[src/hw/rtl/lfs_pkg.sv]
// Shared types and constants of the line follower steering block.
// No dependencies; imported by every module of the block.
package lfs_pkg;

  // Sensor thresholds and limits.
  localparam logic [11:0] LEVEL_WHITE   = 12'd2500;
  localparam logic [11:0] LEVEL_BLACK   = 12'd1500;
  localparam logic [9:0]  NORM_MAX      = 10'd1000;
  localparam logic [9:0]  STEER_MAX     = 10'd600;
  localparam logic [5:0]  TICK_MAX      = 6'd63;
  localparam logic [5:0]  STARTUP_LIMIT = 6'd50;

  // Division of a 20-bit magnitude by 1000: (mag * DIV_RECIP) >> DIV_SHIFT is exact.
  localparam logic [20:0] DIV_RECIP = 21'd1073742;
  localparam int unsigned DIV_SHIFT = 30;

  // Register reset values.
  localparam logic [7:0]  RST_PROP_GAIN     = 8'd35;
  localparam logic [7:0]  RST_DERIV_GAIN    = 8'd18;
  localparam logic [10:0] RST_FORWARD_SPEED = 11'd1100;
  localparam logic [10:0] RST_TURN_SPEED    = 11'd900;
  localparam logic [9:0]  RST_TURN_STEER    = 10'd450;
  localparam logic [10:0] RST_SEARCH_SPEED  = 11'd700;
  localparam logic [10:0] RST_CLIMB_SPEED   = 11'd1350;
  localparam logic [5:0]  RST_LOST_LIMIT    = 6'd15;

  typedef enum logic [2:0] {
    REG_PROP_GAIN     = 3'd0,
    REG_DERIV_GAIN    = 3'd1,
    REG_FORWARD_SPEED = 3'd2,
    REG_TURN_SPEED    = 3'd3,
    REG_TURN_STEER    = 3'd4,
    REG_SEARCH_SPEED  = 3'd5,
    REG_CLIMB_SPEED   = 3'd6,
    REG_LOST_LIMIT    = 3'd7
  } lfs_reg_e;

  typedef enum logic [2:0] {
    ACT_CLIMB  = 3'd0,
    ACT_TRACK  = 3'd1,
    ACT_SEARCH = 3'd2,
    ACT_TURN   = 3'd3,
    ACT_STOP   = 3'd4
  } lfs_action_e;

  typedef struct packed {
    logic [7:0]  prop_gain;
    logic [7:0]  deriv_gain;
    logic [10:0] forward_speed;
    logic [10:0] turn_speed;
    logic [9:0]  turn_steer;
    logic [10:0] search_speed;
    logic [10:0] climb_speed;
    logic [5:0]  lost_limit;
  } lfs_cfg_t;

  typedef struct packed {
    logic [11:0]        left_level;
    logic [11:0]        right_level;
    logic               middle_white;
    logic signed [15:0] left_count;
    logic signed [15:0] right_count;
  } lfs_in_t;

  // Stage between the decision logic and the divide-by-1000 step.
  typedef struct packed {
    logic               pd;     // steering still has to be scaled
    logic               neg;    // sign of the PD sum
    logic [19:0]        mag;    // magnitude of the PD sum
    logic [10:0]        speed;
    logic signed [10:0] steer;  // final steering when pd is low
    lfs_action_e        action;
  } lfs_mid_t;

  typedef struct packed {
    logic [10:0]        speed;
    logic signed [10:0] steer;
    lfs_action_e        action;
  } lfs_out_t;

endpackage

[src/hw/rtl/lfs_cfg.sv]
// APB register file holding the eight tuning registers.
// Depends on lfs_pkg for the register map and the configuration struct.
module lfs_cfg (
  input  logic            clk_i,
  input  logic            rst_ni,
  input  logic            psel,
  input  logic            penable,
  input  logic            pwrite,
  input  logic [4:0]      paddr,
  input  logic [31:0]     pwdata,
  output logic [31:0]     prdata,
  output logic            pready,
  output lfs_pkg::lfs_cfg_t cfg_o
);
  import lfs_pkg::*;

  lfs_cfg_t cfg_q, cfg_d;
  lfs_reg_e sel;
  logic     wr_en;

  assign pready = 1'b1;
  assign sel    = lfs_reg_e'(paddr[4:2]);
  assign wr_en  = psel & penable & pwrite & pready;
  assign cfg_o  = cfg_q;

  always_comb begin
    cfg_d = cfg_q;
    if (wr_en) begin
      unique case (sel)
        REG_PROP_GAIN:     cfg_d.prop_gain     = pwdata[7:0];
        REG_DERIV_GAIN:    cfg_d.deriv_gain    = pwdata[7:0];
        REG_FORWARD_SPEED: cfg_d.forward_speed = pwdata[10:0];
        REG_TURN_SPEED:    cfg_d.turn_speed    = pwdata[10:0];
        REG_TURN_STEER:    cfg_d.turn_steer    = pwdata[9:0];
        REG_SEARCH_SPEED:  cfg_d.search_speed  = pwdata[10:0];
        REG_CLIMB_SPEED:   cfg_d.climb_speed   = pwdata[10:0];
        REG_LOST_LIMIT:    cfg_d.lost_limit    = pwdata[5:0];
      endcase
    end
  end

  always_comb begin
    unique case (sel)
      REG_PROP_GAIN:     prdata = {24'd0, cfg_q.prop_gain};
      REG_DERIV_GAIN:    prdata = {24'd0, cfg_q.deriv_gain};
      REG_FORWARD_SPEED: prdata = {21'd0, cfg_q.forward_speed};
      REG_TURN_SPEED:    prdata = {21'd0, cfg_q.turn_speed};
      REG_TURN_STEER:    prdata = {22'd0, cfg_q.turn_steer};
      REG_SEARCH_SPEED:  prdata = {21'd0, cfg_q.search_speed};
      REG_CLIMB_SPEED:   prdata = {21'd0, cfg_q.climb_speed};
      REG_LOST_LIMIT:    prdata = {26'd0, cfg_q.lost_limit};
    endcase
  end

  always_ff @(posedge clk_i or negedge rst_ni) begin
    if (!rst_ni) begin
      cfg_q.prop_gain     <= RST_PROP_GAIN;
      cfg_q.deriv_gain    <= RST_DERIV_GAIN;
      cfg_q.forward_speed <= RST_FORWARD_SPEED;
      cfg_q.turn_speed    <= RST_TURN_SPEED;
      cfg_q.turn_steer    <= RST_TURN_STEER;
      cfg_q.search_speed  <= RST_SEARCH_SPEED;
      cfg_q.climb_speed   <= RST_CLIMB_SPEED;
      cfg_q.lost_limit    <= RST_LOST_LIMIT;
    end else begin
      cfg_q <= cfg_d;
    end
  end

endmodule

[src/hw/rtl/lfs_track.sv]
// Decision stage: stall test, white detection, PD products and the tick counters.
// Depends on lfs_pkg; holds the controller state, updated when an item advances.
module lfs_track (
  input  logic              clk_i,
  input  logic              rst_ni,
  input  logic              fire_i,
  input  lfs_pkg::lfs_in_t  in_i,
  input  lfs_pkg::lfs_cfg_t cfg_i,
  output lfs_pkg::lfs_mid_t mid_o
);
  import lfs_pkg::*;

  typedef enum logic [1:0] {
    SIDE_STRAIGHT = 2'd0,
    SIDE_LEFT     = 2'd1,
    SIDE_RIGHT    = 2'd2
  } side_e;

  logic signed [15:0] prev_lc_q, prev_rc_q;
  logic signed [10:0] prev_err_q, prev_err_d;
  side_e              side_q, side_d, side_pd;
  logic [5:0]         lost_q, lost_d, lost_inc;
  logic [5:0]         search_q, search_d;

  logic signed [16:0] dl, dr;
  logic               still, left_white, right_white, climb, all_white;
  logic [9:0]         ln, rn, tmag;
  logic signed [10:0] err;
  logic signed [11:0] derr;
  logic signed [20:0] p_prod, d_prod, sum, neg_sum;

  function automatic logic [9:0] norm_milli(logic [11:0] lvl);
    logic [11:0] diff;
    diff = LEVEL_WHITE - lvl;
    if (lvl >= LEVEL_WHITE) begin
      return 10'd0;
    end else if (lvl <= LEVEL_BLACK) begin
      return NORM_MAX;
    end else begin
      return diff[9:0];
    end
  endfunction

  always_comb begin
    dl = {in_i.left_count[15], in_i.left_count} - {prev_lc_q[15], prev_lc_q};
    dr = {in_i.right_count[15], in_i.right_count} - {prev_rc_q[15], prev_rc_q};
    still = (dl == 17'sd0 || dl == 17'sd1 || dl == -17'sd1) &&
            (dr == 17'sd0 || dr == 17'sd1 || dr == -17'sd1);
    left_white  = in_i.left_level > LEVEL_WHITE;
    right_white = in_i.right_level > LEVEL_WHITE;
    climb       = !in_i.middle_white && left_white && right_white && still;
    all_white   = in_i.middle_white && left_white && right_white;

    ln   = norm_milli(in_i.left_level);
    rn   = norm_milli(in_i.right_level);
    err  = $signed({1'b0, rn}) - $signed({1'b0, ln});
    derr = {err[10], err} - {prev_err_q[10], prev_err_q};

    p_prod  = $signed({13'd0, cfg_i.prop_gain}) * $signed({{10{err[10]}}, err});
    d_prod  = $signed({13'd0, cfg_i.deriv_gain}) * $signed({{9{derr[11]}}, derr});
    sum     = p_prod + d_prod;
    neg_sum = -sum;

    if (sum > 21'sd0) begin
      side_pd = SIDE_RIGHT;
    end else if (sum < 21'sd0) begin
      side_pd = SIDE_LEFT;
    end else begin
      side_pd = SIDE_STRAIGHT;
    end

    tmag     = (cfg_i.turn_steer > STEER_MAX) ? STEER_MAX : cfg_i.turn_steer;
    lost_inc = (lost_q < TICK_MAX) ? lost_q + 6'd1 : lost_q;

    prev_err_d   = prev_err_q;
    side_d       = side_q;
    lost_d       = lost_q;
    search_d     = search_q;
    mid_o.pd     = 1'b0;
    mid_o.neg    = sum[20];
    mid_o.mag    = sum[20] ? neg_sum[19:0] : sum[19:0];
    mid_o.speed  = cfg_i.search_speed;
    mid_o.steer  = 11'sd0;
    mid_o.action = ACT_SEARCH;

    priority if (climb) begin
      side_d       = SIDE_STRAIGHT;
      lost_d       = 6'd0;
      search_d     = 6'd0;
      prev_err_d   = 11'sd0;
      mid_o.speed  = cfg_i.climb_speed;
      mid_o.action = ACT_CLIMB;
    end else if (all_white) begin
      prev_err_d = 11'sd0;
      if (search_q < STARTUP_LIMIT && side_q == SIDE_STRAIGHT) begin
        // Startup search: drive straight until the line shows up.
        search_d = (search_q < TICK_MAX) ? search_q + 6'd1 : search_q;
        lost_d   = 6'd0;
      end else begin
        lost_d = lost_inc;
        if (lost_inc < cfg_i.lost_limit) begin
          unique case (side_q)
            SIDE_LEFT: begin
              mid_o.speed  = cfg_i.turn_speed;
              mid_o.steer  = -$signed({1'b0, tmag});
              mid_o.action = ACT_TURN;
            end
            SIDE_RIGHT: begin
              mid_o.speed  = cfg_i.turn_speed;
              mid_o.steer  = $signed({1'b0, tmag});
              mid_o.action = ACT_TURN;
            end
            default: begin
              mid_o.speed  = cfg_i.search_speed;
              mid_o.action = ACT_SEARCH;
            end
          endcase
        end else begin
          mid_o.speed  = 11'd0;
          mid_o.action = ACT_STOP;
        end
      end
    end else begin
      prev_err_d   = err;
      side_d       = side_pd;
      lost_d       = 6'd0;
      search_d     = 6'd0;
      mid_o.pd     = 1'b1;
      mid_o.speed  = cfg_i.forward_speed;
      mid_o.action = ACT_TRACK;
    end
  end

  always_ff @(posedge clk_i or negedge rst_ni) begin
    if (!rst_ni) begin
      prev_lc_q  <= 16'sd0;
      prev_rc_q  <= 16'sd0;
      prev_err_q <= 11'sd0;
      side_q     <= SIDE_STRAIGHT;
      lost_q     <= 6'd0;
      search_q   <= 6'd0;
    end else if (fire_i) begin
      prev_lc_q  <= in_i.left_count;
      prev_rc_q  <= in_i.right_count;
      prev_err_q <= prev_err_d;
      side_q     <= side_d;
      lost_q     <= lost_d;
      search_q   <= search_d;
    end
  end

endmodule

[src/hw/rtl/lfs_scale.sv]
// Scaling stage: divides the PD sum by 1000 toward zero and clamps to the steer limit.
// Depends on lfs_pkg for the reciprocal constant and the stage structs.
module lfs_scale (
  input  lfs_pkg::lfs_mid_t mid_i,
  output lfs_pkg::lfs_out_t out_o
);
  import lfs_pkg::*;

  logic [40:0] prod;
  logic [10:0] quo;
  logic [9:0]  quo_clamp;

  always_comb begin
    // Reciprocal multiply on the magnitude gives truncation toward zero.
    prod      = {21'd0, mid_i.mag} * {20'd0, DIV_RECIP};
    quo       = prod[DIV_SHIFT +: 11];
    quo_clamp = (quo > {1'b0, STEER_MAX}) ? STEER_MAX : quo[9:0];

    out_o.speed  = mid_i.speed;
    out_o.action = mid_i.action;
    if (mid_i.pd) begin
      out_o.steer = mid_i.neg ? -$signed({1'b0, quo_clamp}) : $signed({1'b0, quo_clamp});
    end else begin
      out_o.steer = mid_i.steer;
    end
  end

endmodule

[src/hw/rtl/line_follow_pd_steering_top.sv]
// Top level of the line follower PD steering block: stream ports, APB port, pipeline.
// Depends on lfs_pkg, lfs_cfg, lfs_track and lfs_scale.
//
// Usage:
// Each beat on the slave stream is one control tick: two reflectance levels, the middle
// black/white bit and the two wheel encoder counts. For every accepted beat exactly one
// beat leaves on the master stream with the speed command, the steering command and the
// action code, in the order the ticks came in.
// The item passes three registers: the input register, the decision register (after the
// stall test, mode choice and the two PD gain multipliers) and the output register
// (after the divide by 1000 and the clamp). m_axis_tvalid rises once the item reaches
// the output register, and with the receiver ready and the sender keeping up, one beat
// is taken every cycle.
// The controller state advances as an item leaves the input register, so the next tick
// always sees what the previous tick left behind.
// When the receiver stalls, each stage still takes a new beat as long as it is empty,
// so up to three beats are held before s_axis_tready drops.
// The tuning registers sit on the APB port at byte addresses 0, 4, ... 28; write them
// only while no tick is in flight. Reset clears the pipeline, the tracking state and
// the counters, and loads the default gains and speeds.
module line_follow_pd_steering_top (
  input  logic        clk_i,
  input  logic        rst_ni,
  // Slave stream.
  input  logic        s_axis_tvalid,
  output logic        s_axis_tready,
  // left_level[11:0], right_level[23:12], middle_white[24], left_count[40:25],
  // right_count[56:41], zero fill [63:57]
  input  logic [63:0] s_axis_tdata,
  // Master stream.
  output logic        m_axis_tvalid,
  input  logic        m_axis_tready,
  // speed_cmd[10:0], steer_cmd[21:11], action[24:22], zero fill [31:25]
  output logic [31:0] m_axis_tdata,
  // Configuration port.
  input  logic        psel,
  input  logic        penable,
  input  logic        pwrite,
  input  logic [4:0]  paddr,
  input  logic [31:0] pwdata,
  output logic [31:0] prdata,
  output logic        pready
);
  import lfs_pkg::*;

  lfs_cfg_t cfg;
  lfs_in_t  in_q, in_d;
  lfs_mid_t mid_q, mid_d;
  lfs_out_t out_q, out_d;
  logic     v0_q, v1_q, v2_q;
  logic     rdy0, rdy1, rdy2;
  logic     fire0, fire1, fire2;

  lfs_cfg u_cfg (
    .clk_i   (clk_i),
    .rst_ni  (rst_ni),
    .psel    (psel),
    .penable (penable),
    .pwrite  (pwrite),
    .paddr   (paddr),
    .pwdata  (pwdata),
    .prdata  (prdata),
    .pready  (pready),
    .cfg_o   (cfg)
  );

  lfs_track u_track (
    .clk_i  (clk_i),
    .rst_ni (rst_ni),
    .fire_i (fire1),
    .in_i   (in_q),
    .cfg_i  (cfg),
    .mid_o  (mid_d)
  );

  lfs_scale u_scale (
    .mid_i (mid_q),
    .out_o (out_d)
  );

  // A stage can load when it is empty or when its content moves on this cycle.
  assign rdy2  = !v2_q || m_axis_tready;
  assign rdy1  = !v1_q || rdy2;
  assign rdy0  = !v0_q || rdy1;
  assign fire0 = s_axis_tvalid && rdy0;
  assign fire1 = v0_q && rdy1;
  assign fire2 = v1_q && rdy2;

  assign s_axis_tready = rdy0;
  assign m_axis_tvalid = v2_q;
  assign m_axis_tdata  = {7'd0, out_q.action, out_q.steer, out_q.speed};

  always_comb begin
    in_d.left_level   = s_axis_tdata[11:0];
    in_d.right_level  = s_axis_tdata[23:12];
    in_d.middle_white = s_axis_tdata[24];
    in_d.left_count   = s_axis_tdata[40:25];
    in_d.right_count  = s_axis_tdata[56:41];
  end

  always_ff @(posedge clk_i or negedge rst_ni) begin
    if (!rst_ni) begin
      v0_q <= 1'b0;
      v1_q <= 1'b0;
      v2_q <= 1'b0;
    end else begin
      v0_q <= fire0 || (v0_q && !rdy1);
      v1_q <= fire1 || (v1_q && !rdy2);
      v2_q <= fire2 || (v2_q && !m_axis_tready);
    end
  end

  // Payload registers carry no reset; the valid bits above qualify them.
  always_ff @(posedge clk_i) begin
    if (fire0) begin
      in_q <= in_d;
    end
    if (fire1) begin
      mid_q <= mid_d;
    end
    if (fire2) begin
      out_q <= out_d;
    end
  end

endmodule

[config.mk]
export PLATFORM = sky130hd
export DESIGN_NAME = line_follow_pd_steering_top
export DESIGN_NICKNAME = d
export VERILOG_FILES = /design/src/hw/rtl/lfs_pkg.sv /design/src/hw/rtl/lfs_cfg.sv /design/src/hw/rtl/lfs_track.sv /design/src/hw/rtl/lfs_scale.sv /design/src/hw/rtl/line_follow_pd_steering_top.sv
export SDC_FILE = /design/constraint.sdc
export NUM_CORES = 1
export LEC_CHECK = 0
export ABC_AREA = 1
export BUFFER_PORTS_ARGS = -buffer_cell sky130_fd_sc_hd__buf_2
export CORE_MARGIN = 2
export CORE_UTILIZATION = 65
export DETAILED_ROUTE_END_ITERATION = 8
export GPL_ROUTABILITY_DRIVEN = 1
export PLACE_DENSITY = 0.84
export SLEW_MARGIN = 10
export SYNTH_ARGS = -nofsm -noshare
export SYNTH_HDL_FRONTEND = slang
export SYNTH_SLANG_ARGS = --single-unit
[constraint.sdc]
create_clock -name clk_i -period 14.8 [get_ports clk_i]
set_input_delay 2.96 -clock clk_i [delete_from_list [all_inputs] [get_ports clk_i]]
set_output_delay 2.96 -clock clk_i [all_outputs]
set_load 0.01 [all_outputs]
Word-level counts from Yosys, hierarchy flattened
Cells that the tools add are included.
{ "op_classes": {"n_div": 0, "mux": 35, "bitwise_logic": 4, "addsub": 12, "reduce_logical": 48, "n_lt_le_gt_ge": 14, "n_shift": 0, "eq_ne": 16, "mul": 3} }
{ "ops": {"columns": ["op", "count"], "rows": [
  ["one-hot mux 32 bit (8 select lines)", 1],
  ["2-to-1 mux 11 bit", 9],
  ["2-to-1 mux 10 bit", 6],
  ["2-to-1 mux 6 bit", 8],
  ["multiplier 20 x 20 -> 40 bit, second input constant", 1],
  ["== test 17 x 1 -> 1 bit, second input constant", 2],
  ["== test 17 x 2 -> 1 bit, second input constant", 2],
  ["logical NOT 17 bit", 2],
  ["subtractor 16 x 16 -> 17 bit", 2],
  ["2-to-1 mux 25 bit", 1],
  ["greater-or-equal comparator 12 bit, second input constant", 2],
  ["greater-than comparator 12 bit, second input constant", 2],
  ["less-or-equal comparator 12 x 11 -> 1 bit, second input constant", 2],
  ["negator 10 -> 11 bit", 2],
  ["one-hot mux 11 bit (2 select lines)", 1],
  ["adder 20 x 21 -> 21 bit", 1],
  ["greater-than comparator 21 x 1 -> 1 bit, second input constant", 1],
  ["less-than comparator 21 x 1 -> 1 bit, second input constant", 1],
  ["multiplier 9 x 12 -> 21 bit", 1],
  ["multiplier 9 x 11 -> 20 bit", 1],
  ["2-to-1 mux 20 bit", 1],
  ["negator 20 bit", 1],
  ["subtractor 9 x 10 -> 10 bit, first input constant", 2],
  ["less-than comparator 6 bit, second input constant", 3],
  ["other kinds (28)", 77]
]} }
{ "word_totals": {"out_inout_bits": 67, "rom_bits": 0, "latchBits": 0, "ramBits": 0, "ff_bits": 265, "inputBits": 108, "n_memories": 0, "wordCells": 165} }

Longest topological paths before layout
{ "logic_depth": {"ltp_word": 12, "ltp_mapped": 59, "mapped_depth_nobuf": 59} }

Hierarchy
A second synthesis with hierarchy kept.
{ "unflattened": {"hier_cells": 4031, "hier_area_um2": 30798.3} }
{ "modules_own_cells": {"columns": ["module", "cells_each", "n_inst", "seq_area_each_um2", "area_per_inst_um2"], "rows": [
  ["lfs_track", 2433, 1, 1426.4, 15887.7],
  ["lfs_scale", 989, 1, 0.0, 6954.2],
  ["line_follow_pd_steering_top", 155, 1, 3948.8, 4072.7],
  ["lfs_cfg", 454, 1, 1941.9, 3883.7]
]} }

Least setup slack after synthesis
Ideal clock, no wire load.
{ "synth_path": {"path_kind": "reg-to-reg", "startpoint": "register in_q[42] (netlist bit)", "endpoint": "register mid_q[44] (netlist bit) (data pin)", "arrival_time_ps": 9677, "setup_ps": 263, "path_buffers": 1, "path_stages_with_launch": 52, "required_time_ps": 14537, "slack_ps": 4860, "synth_period_minus_slack_ps": 9940, "path_cell_list": "edfxtp_1 > nor4_1 > nand3_1 > o2111ai_1 > nand2_1 > nor2_1 > nand2_1 > ha_1 > fa_1 > o31ai_1 > nand2_1 > nand2_1 > a21oi_1 > or2_2 > nand2_1 > a21oi_1 > or2_2 > nand2_1 > [... 16 more ...] > inv_1 > ha_1 > inv_1 > o21bai_1 > nor2_1 > nand3_1 > nand3_1 > nand2_1 > a21oi_2 > inv_1 > nand2_1 > nand3_1 > or2_1 > nand2_1 > inv_1 > buf_2 > o21ai_1 > xor2_1"} }
{ "synth_rtl": {"columns": ["item", "line", "source"], "rows": [
  ["start: declaration", "line_follow_pd_steering_top.sv:47", "lfs_in_t in_q, in_d;"],
  ["start signal: assignment", "line_follow_pd_steering_top.sv:116", "in_q <= in_d;"],
  ["end signal: assignment", "line_follow_pd_steering_top.sv:119", "mid_q <= mid_d;"],
  ["end: declaration", "line_follow_pd_steering_top.sv:48", "lfs_mid_t mid_q, mid_d;"]
]} }

==> run metrics <==
nets@finish=4314; GRT overflow=0; measured slew at the worst slew-check pin=1.10 ns; #FFs+latches synth=265; Die Span X=215 um; setup_tns=0 ns; TritonCTS clock tree=built; antenna violations before repair=0; Compound-Gate Fraction of Synth Area=0.0862; status=finished clean; dominant cells by area after synthesis=fa_1 19%, ha_1 14%, edfxtp_1 13%, inv_1 10%, nand2_1 9.5%; Top delay family on crit path=adder cells; multiplexer share of the synthesized area=0; CTS max path bufs=3; hold buffer count at cts=0; total CTS buffers=27; RePlAce Congestion=0.996; drt total wl=69.0 mm; WP buf/inv=9; crit path time final=11.91 ns; largest family of logic cells by synthesized area=adder cells; startpoint types=register; HPWL Detailed=55.2 mm; 1st-iter DRT viols=1765; num rows=77; Syn-to-layout area delta=6.61%; later-pin clock latency in the skew report=0.58 ns; Max Clock Freq=84.0 MHz; number of fill cells in the layout=3444; Main synth FF type=edfxtp_1; EDFF count, synth=129; RSZ-0062 raised after global routing=false; asr flop ratio synth=0.513; htree depth=1; total core area=44000 um2; GRT Total Usage=0.306; full die area=46100 um2; vias per cell=5.53; clock transition at the registers of the reported paths=0.06 ns; crit end category=register; sequential share of the synthesized area=0.254; final-report max-slew violation count=0; skew final=0.0209 ns; CP max FO=12; crit-path max cell delay=0.61 ns; Clock Sinks=265; # Post-CTS Setup Buffers=0; CTS Root Cell=clkbuf_16; Remaining DRCs=0; Slowest-stage cell, CP=nor4_1; Worst EP arrival=12.22 ns; Yosys cell types=68; top cell type's share of synthesized area=0.187; IO Pins=175; first-pass GRT wire length=114 mm; Hold Path Class=reg -> reg; critical path depth in cells=52; vias in the first global route=24000; Synth Area in XOR/XNOR=0.0273; kind of critical path=reg -> reg; largest net degree at the start of global routing=79; Period Utilization, post-route=0.805; cell taking the most area after synthesis=fa_1; Slew HR=0.261; number of antenna diodes=0; Mapped Area=28800 um2; average wire per standard cell=16.3 um; Required @ worst endpoint=15.12 ns; share of cells above drive strength 1=0.0834; DRT antenna net count=0; most frequent cell after synthesis=inv_1; Initial Util=0.655; top post-synthesis cells by count=779 x inv_1, 732 x nand2_1, 313 x ha_1; simple-gate share of the synthesized area=0.188; Vias=23400; IO Port Bufs=115; Fin. Hold Viols=0; Post-Syn Instances=3533; depth of the most critical reg-to-reg path=52; # setup viols final=0; Yosys warnings=0; most used cell along the critical path=nand2_1; adder-cell area share of the yosys netlist=0.323; cells resized by post-CTS repair=0; TritonRoute pass-1 iters=6; Hold Path Cell Cnt=0; die height=215 um; Max-cap violations=0; syn avg cell area=8.16 um2
==> cells by family (layout without fill, tap and decap cells) <==
group	after synthesis	after routing
compound gates	428	428
xor+xnor	90	90
fa+ha+maj	583	583
buf+inv	888	972
flops	265	265
other cells	2	29
simple gates	1277	1277
==> sequential cells by signal (all words and copies together) (netlist names) <==
name,flops
m_axis_tvalid,1
in_q,57
m_axis_tdata,25
u_track.lost_q,6
u_track.side_q,2
mid_q,47
u_track.prev_err_q,11
v0_q,1
u_track.prev_lc_q,16
u_track.prev_rc_q,16
u_cfg.cfg_o,76
u_track.search_q,6
v1_q,1
==> worst paths after layout <==
check / startpoint / to / slack [ns]
worst max-delay path: in_q[42] / mid_q[43] / 2.89
worst min-delay path: mid_q[24] / m_axis_tdata[10] / 0.42
worst max register to register: in_q[42] / mid_q[43] / 2.89
worst min register to register: mid_q[24] / m_axis_tdata[10] / 0.42
max in group asynchronous: rst_ni / u_track.prev_lc_q[13] / 11.01
min in group asynchronous: rst_ni / u_cfg.cfg_o[37] / 2.42
==> stage by stage <==
stage | instance area, um2 | instances | hold WS, ns | worst slack (ns) | utilization
2_1_floorplan | 28900 | 3560 | 0.400 | 4.86 | -
3_3_place_gp | 29900 | 4186 | 0.400 | 3.32 | 0.678
3_5_place_dp | 29900 | 4186 | 0.409 | 3.09 | 0.678
4_1_cts | 30800 | 4236 | 0.418 | 2.99 | 0.698
5_1_grt | 30800 | 4236 | 0.433 | 1.97 | 0.698
6_report | 30800 | 4236 | 0.415 | 2.89 | 0.698
==> routing by layer <==
metal / global-route usage / vias up / wire, um
met5: 0 / - / 0
met4: 0.147 / 0 / 3560
met3: 0.0336 / 245 / 4240
met2: 0.549 / 876 / 34500
met1: 0.368 / 11100 / 26700
li1: - / 11200 / -
==> cells in the final DEF, fill, tap and decap left out, types with 11 or more instances in the layout <==
master and n:
nor2_1 264, edfxtp_1 129, o21bai_1 13, ha_1 313
inv_2 16, nand2_2 18, o22ai_1 13, fa_1 270
or2_2 16, nand3b_1 11, nand3_1 110, nand2_1 732
clkinv_1 11, o21ai_2 13, buf_2 114, dfstp_2 32
a21oi_1 121, inv_1 777, nand4_1 33, dfrtp_1 104
xor2_1 65, o21ai_0 186, nor3_1 33, nor2_2 16
xnor2_1 25, a221oi_1 15, clkbuf_16 27, conb_1 29
==> final cells by class <==
type,instances,area [um2],area share
clock inverter,17,175,0.00570
tap,592,741,0.0241
clock buffer,33,718,0.0234
sequential,265,7320,0.238
inverter,797,2990,0.0974
multi-input combinational,2407,18100,0.590
timing repair buffer,125,657,0.0214
Power is left out: the tool's default activity adds up to more than one toggle a clock period on the data nets, which glitch-free logic cannot reach.
